### src/hw/rtl/abkf_pkg.sv
// Package for the angle/bias Kalman filter: widths, reset values, register
// indexes, datapath operation codes, control structs and saturation helpers.
// No dependencies.
package abkf_pkg;

   localparam int VAL_W    = 32;
   localparam int COV_W    = 48;
   localparam int WIDE_W   = 62;
   localparam int DT_W     = 17;
   localparam int MAG_W    = 51;
   localparam int CHUNK_W  = 17;
   localparam int NCHUNK   = MAG_W / CHUNK_W;
   localparam int PROD_W   = 2 * MAG_W;
   localparam int RES_W    = PROD_W - 16;
   localparam int NUM_W    = 48;
   localparam int DEN_W    = 50;
   localparam int DIVN_W   = NUM_W + 34;
   localparam int NOISE_SH = 8;
   localparam int CSR_IDX_W = 2;

   localparam logic [31:0] Q_ANGLE_RST    = 32'd16777;
   localparam logic [31:0] Q_BIAS_RST     = 32'd50332;
   localparam logic [31:0] MEAS_NOISE_RST = 32'd503316;

   typedef enum logic [CSR_IDX_W-1:0] {
      CSR_Q_ANGLE    = 2'd0,
      CSR_Q_BIAS     = 2'd1,
      CSR_MEAS_NOISE = 2'd2
   } csr_idx_type;

   typedef enum logic [3:0] {
      OP_NONE,
      OP_LOAD,
      OP_RATE,
      OP_M_ANG,
      OP_M_BB,
      OP_M_INNER,
      OP_M_QB,
      OP_D_K0,
      OP_D_K1,
      OP_M_K0Y,
      OP_M_K1Y,
      OP_M_K0P00,
      OP_M_K0P01,
      OP_M_K1P00,
      OP_M_K1P01
   } op_type;

   typedef struct packed {
      logic   capture;
      logic   start;
      logic   wb;
      logic   emit;
      op_type op;
   } abkf_cmd_type;

   typedef struct packed {
      logic done;
   } abkf_sts_type;

   function automatic op_type next_op(input op_type op);
      op_type n;
      case (op)
         OP_RATE:    n = OP_M_ANG;
         OP_M_ANG:   n = OP_M_BB;
         OP_M_BB:    n = OP_M_INNER;
         OP_M_INNER: n = OP_M_QB;
         OP_M_QB:    n = OP_D_K0;
         OP_D_K0:    n = OP_D_K1;
         OP_D_K1:    n = OP_M_K0Y;
         OP_M_K0Y:   n = OP_M_K1Y;
         OP_M_K1Y:   n = OP_M_K0P00;
         OP_M_K0P00: n = OP_M_K0P01;
         OP_M_K0P01: n = OP_M_K1P00;
         OP_M_K1P00: n = OP_M_K1P01;
         default:    n = OP_NONE;
      endcase
      return n;
   endfunction

   // sign and magnitude to signed value, clamped to w bits
   function automatic logic signed [63:0] sat_mag(input logic neg,
                                                  input logic [RES_W-1:0] m,
                                                  input int w);
      logic [RES_W-1:0] lim;
      logic [63:0]      v;
      lim = (RES_W'(1) << (w - 1)) - (neg ? RES_W'(0) : RES_W'(1));
      v = (m > lim) ? lim[63:0] : m[63:0];
      return neg ? -$signed(v) : $signed(v);
   endfunction

   function automatic logic signed [63:0] sat_val(input logic signed [63:0] v,
                                                  input int w);
      logic signed [63:0] hi;
      logic signed [63:0] lo;
      hi = (64'sd1 <<< (w - 1)) - 64'sd1;
      lo = -hi - 64'sd1;
      return (v > hi) ? hi : ((v < lo) ? lo : v);
   endfunction

   function automatic logic [MAG_W-1:0] mag_of(input logic signed [63:0] v);
      logic [63:0] a;
      a = v[63] ? 64'(-v) : 64'(v);
      return a[MAG_W-1:0];
   endfunction

endpackage

### src/hw/rtl/abkf_ctrl.sv
// Controller: accepts a request, walks the operation sequence of a filter
// step or a load, and hands the result to the output register. Uses abkf_pkg.
module abkf_ctrl (
   input  logic                   clock,
   input  logic                   reset,
   input  logic                   req_valid,
   input  logic                   req_command,
   output logic                   req_ready,
   output logic                   rsp_valid,
   input  logic                   rsp_ready,
   output abkf_pkg::abkf_cmd_type cmd,
   input  abkf_pkg::abkf_sts_type sts
);
   import abkf_pkg::*;

   typedef enum logic [2:0] {
      ST_IDLE,
      ST_WB,
      ST_ISSUE,
      ST_WAIT,
      ST_DONE
   } state_type;

   state_type state_ff, state_in;
   op_type    op_ff, op_in;
   logic      rsp_valid_ff, rsp_valid_in;

   assign req_ready = (state_ff == ST_IDLE);
   assign rsp_valid = rsp_valid_ff;

   always_comb begin
      state_in     = state_ff;
      op_in        = op_ff;
      rsp_valid_in = rsp_valid_ff & ~rsp_ready;
      cmd          = '0;
      cmd.op       = op_ff;
      case (state_ff)
         ST_IDLE: begin
            if (req_valid) begin
               cmd.capture = 1'b1;
               op_in       = req_command ? OP_LOAD : OP_RATE;
               state_in    = ST_WB;
            end
         end
         ST_WB: begin
            cmd.wb = 1'b1;
            if (op_ff == OP_LOAD || op_ff == OP_M_K1P01) begin
               state_in = ST_DONE;
            end else begin
               op_in    = next_op(op_ff);
               state_in = ST_ISSUE;
            end
         end
         ST_ISSUE: begin
            cmd.start = 1'b1;
            state_in  = ST_WAIT;
         end
         ST_WAIT: begin
            if (sts.done) begin
               state_in = ST_WB;
            end
         end
         ST_DONE: begin
            if (!rsp_valid_ff || rsp_ready) begin
               cmd.emit     = 1'b1;
               rsp_valid_in = 1'b1;
               state_in     = ST_IDLE;
            end
         end
         default: state_in = ST_IDLE;
      endcase
   end

   always_ff @(posedge clock) begin
      if (reset) begin
         state_ff     <= ST_IDLE;
         op_ff        <= OP_NONE;
         rsp_valid_ff <= 1'b0;
      end else begin
         state_ff     <= state_in;
         op_ff        <= op_in;
         rsp_valid_ff <= rsp_valid_in;
      end
   end

   a_done_in_wait: assert property (@(posedge clock) disable iff (reset)
      sts.done |-> state_ff == ST_WAIT)
      else $error("unit done outside wait");

   a_emit_free: assert property (@(posedge clock) disable iff (reset)
      cmd.emit |-> (!rsp_valid_ff || rsp_ready))
      else $error("result overwritten");

   a_accept_wb: assert property (@(posedge clock) disable iff (reset)
      (req_valid && req_ready) |=> state_ff == ST_WB)
      else $error("accept not followed by write-back");
endmodule

### config.mk
export PLATFORM = sky130hd
export DESIGN_NAME = abkf_ctrl
export DESIGN_NICKNAME = d
export VERILOG_FILES = /design/src/hw/rtl/abkf_pkg.sv /design/src/hw/rtl/abkf_ctrl.sv
export SDC_FILE = /design/constraint.sdc
export NUM_CORES = 1
export LEC_CHECK = 0
export BUFFER_PORTS_ARGS = -buffer_cell sky130_fd_sc_hd__buf_2
export CAP_MARGIN = 20
export CORE_MARGIN = 8
export CORE_UTILIZATION = 40
export CTS_CLUSTER_DIAMETER = 50
export DETAILED_ROUTE_END_ITERATION = 10
export GPL_TIMING_DRIVEN = 1
export PLACE_DENSITY = 0.59
export REMOVE_ABC_BUFFERS = 1
export SETUP_SLACK_MARGIN = 0.3
export SKIP_LAST_GASP = 1
export SYNTH_ARGS = -nofsm -noshare
export SYNTH_HDL_FRONTEND = slang
export SYNTH_SLANG_ARGS = --single-unit
export TNS_END_PERCENT = 5
### constraint.sdc
create_clock -name clock -period 4.6 [get_ports clock]
set_input_delay 0.46 -clock clock [delete_from_list [all_inputs] [get_ports clock]]
set_output_delay 0.46 -clock clock [all_outputs]
set_load 0.01 [all_outputs]
Word-level counts from Yosys, hierarchy flattened --
Memories as Yosys holds them, arrays and structs flattened. A register that Yosys moved wholly into a read port is not among the register bits. Index checks and enable logic that the tools add are counted.
Word-level totals: memory bits (read-only) 64, output and inout bits 10, memories 1, word-level logic and storage cells 42, flip-flop bits (word level) 8
Cells by class: reduce and logical (&&, ||, !) cells 7, equality and inequality tests 10, muxes and demuxes 19, bitwise gates (word level) 2
Memory list:
- (no name shown) | words 16, bits a word 4, read ports 1, clocked after memory_dff 1, wr ports 0, line abkf_pkg.sv:63 | case (op)
Operator list (count):
- $mux W4 | 4
- $pmux W3 S5 | 1
- $mux W3 | 4
- $mux W1 | 8
- $ne A2 B2 Y1 const B | 4
- $pmux W4 S2 | 1
- $eq A3 B2 Y1 const B | 2
- $reduce_and A3 Y1 | 2
- $eq A4 B1 Y1 const B | 1
- $eq A4 B4 Y1 const B | 1
- $eq A3 B1 Y1 const B | 1
- $eq A3 B3 Y1 const B | 1
- $logic_not A3 Y1 | 1
- $logic_or A1 B1 Y1 | 2
- $mux W2 | 1
- $reduce_bool A2 Y1 | 1
- $and A1 B1 Y1 | 1
- $logic_not A1 Y1 | 1
- $not A1 Y1 | 1

Longest topological paths before layout --
depth after elaboration 6, gate-level depth with buffers 11

Worst setup path before layout --
No wires, ideal clock.
path type flip-flop to flip-flop, start register op_ff[0], end register with a tool-made name, arrival time 2.785 ns, cell stages (with the launch flop) 10, setup time 0.144 ns, required time 4.456 ns, slack 1.671 ns, cells stage by stage dfxtp_1 > or4b_4 > nand3_1 > o22ai_1 > a2111oi_2 > inv_1 > ha_1 > or4_4 > o221ai_2 > a21oi_1
RTL lines:
- start, declared | line abkf_ctrl.sv:25 | op_type op_ff, op_in;
- start signal, assigned | line abkf_ctrl.sv:81 | op_ff <= op_in;

==> reports/metrics.csv <==
stage,metric,value,unit
run_status,outcome,completed,
sta,timing.max_slew.rel_slack,0.5878,
hold_path,min_path_type,primary input to flop,
critical_path,worstSetupStartpointType,flop,
die,die-width,62.26,um
synth,post_synthesis_area_per_instance,9.104,um^2
routing,detail_route.first_pass.iterations,4,
synth,synth.cell_area,855.8,um^2
routing,routed_wl,1.976,mm
die,placement_rows,16,
die,initial_core_util,0.4318,
final_layout,antenna_cells,0,
final_layout,layout-drive-gt1-share,0.3426,
power_and_ir_drop,power.density_cell_area,280.1,nW/um^2
power_and_ir_drop,comb_power_share,0.305,
routing,routed_via_density,5.526,
routing,count_of_routing_violations_after_the_opening_detailed_route_iteration,39,
final_layout,fin_nets,121,
final_layout,nFillCells,187,
grt,grt_busiest_layer,met2,
critical_path,critical_path.reg2reg.startpoint,op_ff[0],
power_and_ir_drop,p_seq_frac,0.458,
routing,routed_wire_length_per_instance,14.64,um
clock_network,cts.root.buffer_cell,clkbuf_4,
power_and_ir_drop,power.internal,179.3,uW
die,core_area,1982,um^2
grt,antenna_found_initial,0,
synth,synth_edf_count,0,
grt,pin_count_of_the_biggest_net_entering_global_routing,14,
grt,globalRouteTotalUtil,0.1152,
final_layout,syn2layout_area_growth,12.57,%
clock_network,tritoncts.num_buffers,3,
clock_network,clock_sink_count,12,
synth,synth.distinct_cells,49,
place,globalplace.congestion,0.8938,
clock_network,clk_pin_slew_worst_paths,0.07,ns
synth,synth_ff_type,dfxtp_1,
run,cap_violations,0,
sta,fmax,315.3,MHz
power_and_ir_drop,power.share.switching,0.3353,
die,die-height,62.26,um
clock_network,clock_insertion_delay_worst_skew,0.27,ns
die,ios,16,
die,die-area,3876,um^2
critical_path,crit_type,flop to flop,
synth,synthDominantCellAreaShare,0.2807,
grt,grt.met2_usage,0.1966,
synth,sequential_fraction_of_the_synthesis_area,0.2807,
place,detailed_place_hpwl,1.591,mm
routing,post-route-drc-count,0,
sta,worst-slew-pin-transition,0.6171,ns
sta,period_needed,3.172,ns
clock_network,cts.path.max_buffers,2,
synth,synth-async-reset-ratio,0,
power_and_ir_drop,share_clk_of_total_power,0.237,
power_and_ir_drop,power.switching,90.48,uW
power_and_ir_drop,p_leak,0.0004104,uW
grt,grt_remaining_overflow,0,
synth,synthTopCellsByCount,"12 x dfxtp_1, 10 x nor2_1, 6 x inv_1",
synth,synth_most_common_cell,dfxtp_1,
sta,fin_crit_sh,0.6895,
power_and_ir_drop,finalPower,269.8,uW
place,placed_cell_area,940.9,um^2
critical_path,cp-startpoint,op_ff[0],
sta,finalSetupViolCount,0,
grt,grt_util_met1,0.1265,
clock_network,cts.repair_timing.setup_buffer_count,0,
grt,grtUsageMet3,0.02867,
sta,hold_ws,0.4965,ns
sta,timing.final.hold_violations,0,
place,port_buffers,15,
synth,ys_warn_count,0,
critical_path,worst_setup_path_end_kind,flop,
synth,ys_top_cells_by_area,"dfxtp_1 28%, ha_1 7.3%, nor2_1 4.4%",
critical_path,path_max_fanout,8,
sta,fin_tns_setup,0,ns
routing,postRouteAntennaNets,0,
clock_network,cts-htree-levels,1,
grt,grt_pass1_vias,782,
sta,finClkSkew,0.001268,ns
final_layout,finalInstanceArea,963.4,um^2
hold_path,holdCritStartpoint,sts,
final_layout,final_util,0.4861,
clock_network,post_cts_hold_buffer_count,0,
synth,postSynthCellCount,94,
routing,detailed_route_via_count,746,
synth,yosysTopAreaCell,dfxtp_1,
grt,grt_first_pass_wirelength,3.705,mm
synth,postSynthRegisterBits,12,
critical_path,required_time_at_the_endpoint_of_the_critical_path,4.74,ns
sta,rsz0062_at_grt,false,
sta,maxSlewViolCount,0,
critical_path,cp_arrival,3.31,ns
power_and_ir_drop,ir_worst_vdd,126.3,uV
clock_network,cts.repair.resized,0,
clock_network,tritoncts,yes,
## cells in the final DEF (no fill, tap or decap), types with 2 or more instances in the layout
cell type  Yosys  final
nand2_1        2      2
o31ai_1        2      2
a211oi_1       3      3
dfxtp_1       12     12
clkbuf_4       0      3
nor2_1        10     10
o21ai_0        2      2
o21a_1         2      2
inv_1          6      6
buf_2          1     15
ha_1           5      5
nand3_1        2      2
nor3_1         2      2
a21oi_1        4      4
nand2b_1       4      4
a211oi_2       2      2
## power groups by stage
stage                     combinational, uW  sequential [uW]  clock (uW)
after global routing                   91.9              126        71.8
after floorplan                        59.0              125           0
after global placement                 82.0              126           0
after detailed placement               82.2              126           0
after CTS                              83.1              124        65.1
final                                  82.2              124        64.0
## critical path, stage by stage (launching register included)
cell and delay (ns):
dfxtp_1 0.45, or4b_4 0.51, nand3_1 0.13, o22ai_1 0.12
a2111oi_2 0.64, inv_1 0.14, ha_1 0.26, or4_4 0.55
mux2i_1 0.15, a311oi_1 0.07
## cells by family after synthesis
family | after synthesis | share of synthesized area
XOR/XNOR | 1 | 0.01024
AO/OA/AOI/OAI | 28 | 0.2807
flip-flops | 12 | 0.2807
AND/OR/NAND/NOR | 34 | 0.2661
multiplexers | 2 | 0.02485
adder cells (fa/ha/maj) | 5 | 0.07310
buffers and inverters | 12 | 0.06431
## routing by layer
layer,routed length (um),up-vias
met5,0,-
met4,44,0
met3,70,5
met2,1043,18
met1,818,343
li1,-,380
## per-stage QoR
| step | setup WS, ns | instances |
|---|---|---|
| 6_report | 1.428 | 135 |
| 5_1_grt | 1.239 | 135 |
| 4_1_cts | 1.441 | 135 |
| 3_5_place_dp | 1.450 | 132 |
| 3_3_place_gp | 1.527 | 132 |
| 2_1_floorplan | 1.671 | 90 |
## final timing paths
| kind | end | slack, ns | depth (start not counted) |
|---|---|---|---|
| setup / recovery | flop | 1.43 | 9 |
| hold / removal | state_ff[1] | 0.50 | 3 |
| setup reg to reg | flop | 1.43 | 9 |
| hold reg to reg | rsp_valid | 0.53 | 2 |
## cell type report
| type | count | area [um^2] | area share |
|---|---|---|---|
| Tap cell | 27 | 33.78 | 0.03506 |
| Inverter | 8 | 31.28 | 0.03247 |
| Sequential cell | 12 | 240.2 | 0.2494 |
| Clock buffer | 3 | 22.52 | 0.02338 |
| Timing Repair Buffer | 15 | 75.07 | 0.07792 |
| Multi-Input combinational cell | 70 | 560.5 | 0.5818 |
Power figures use the tool's default switching activity.
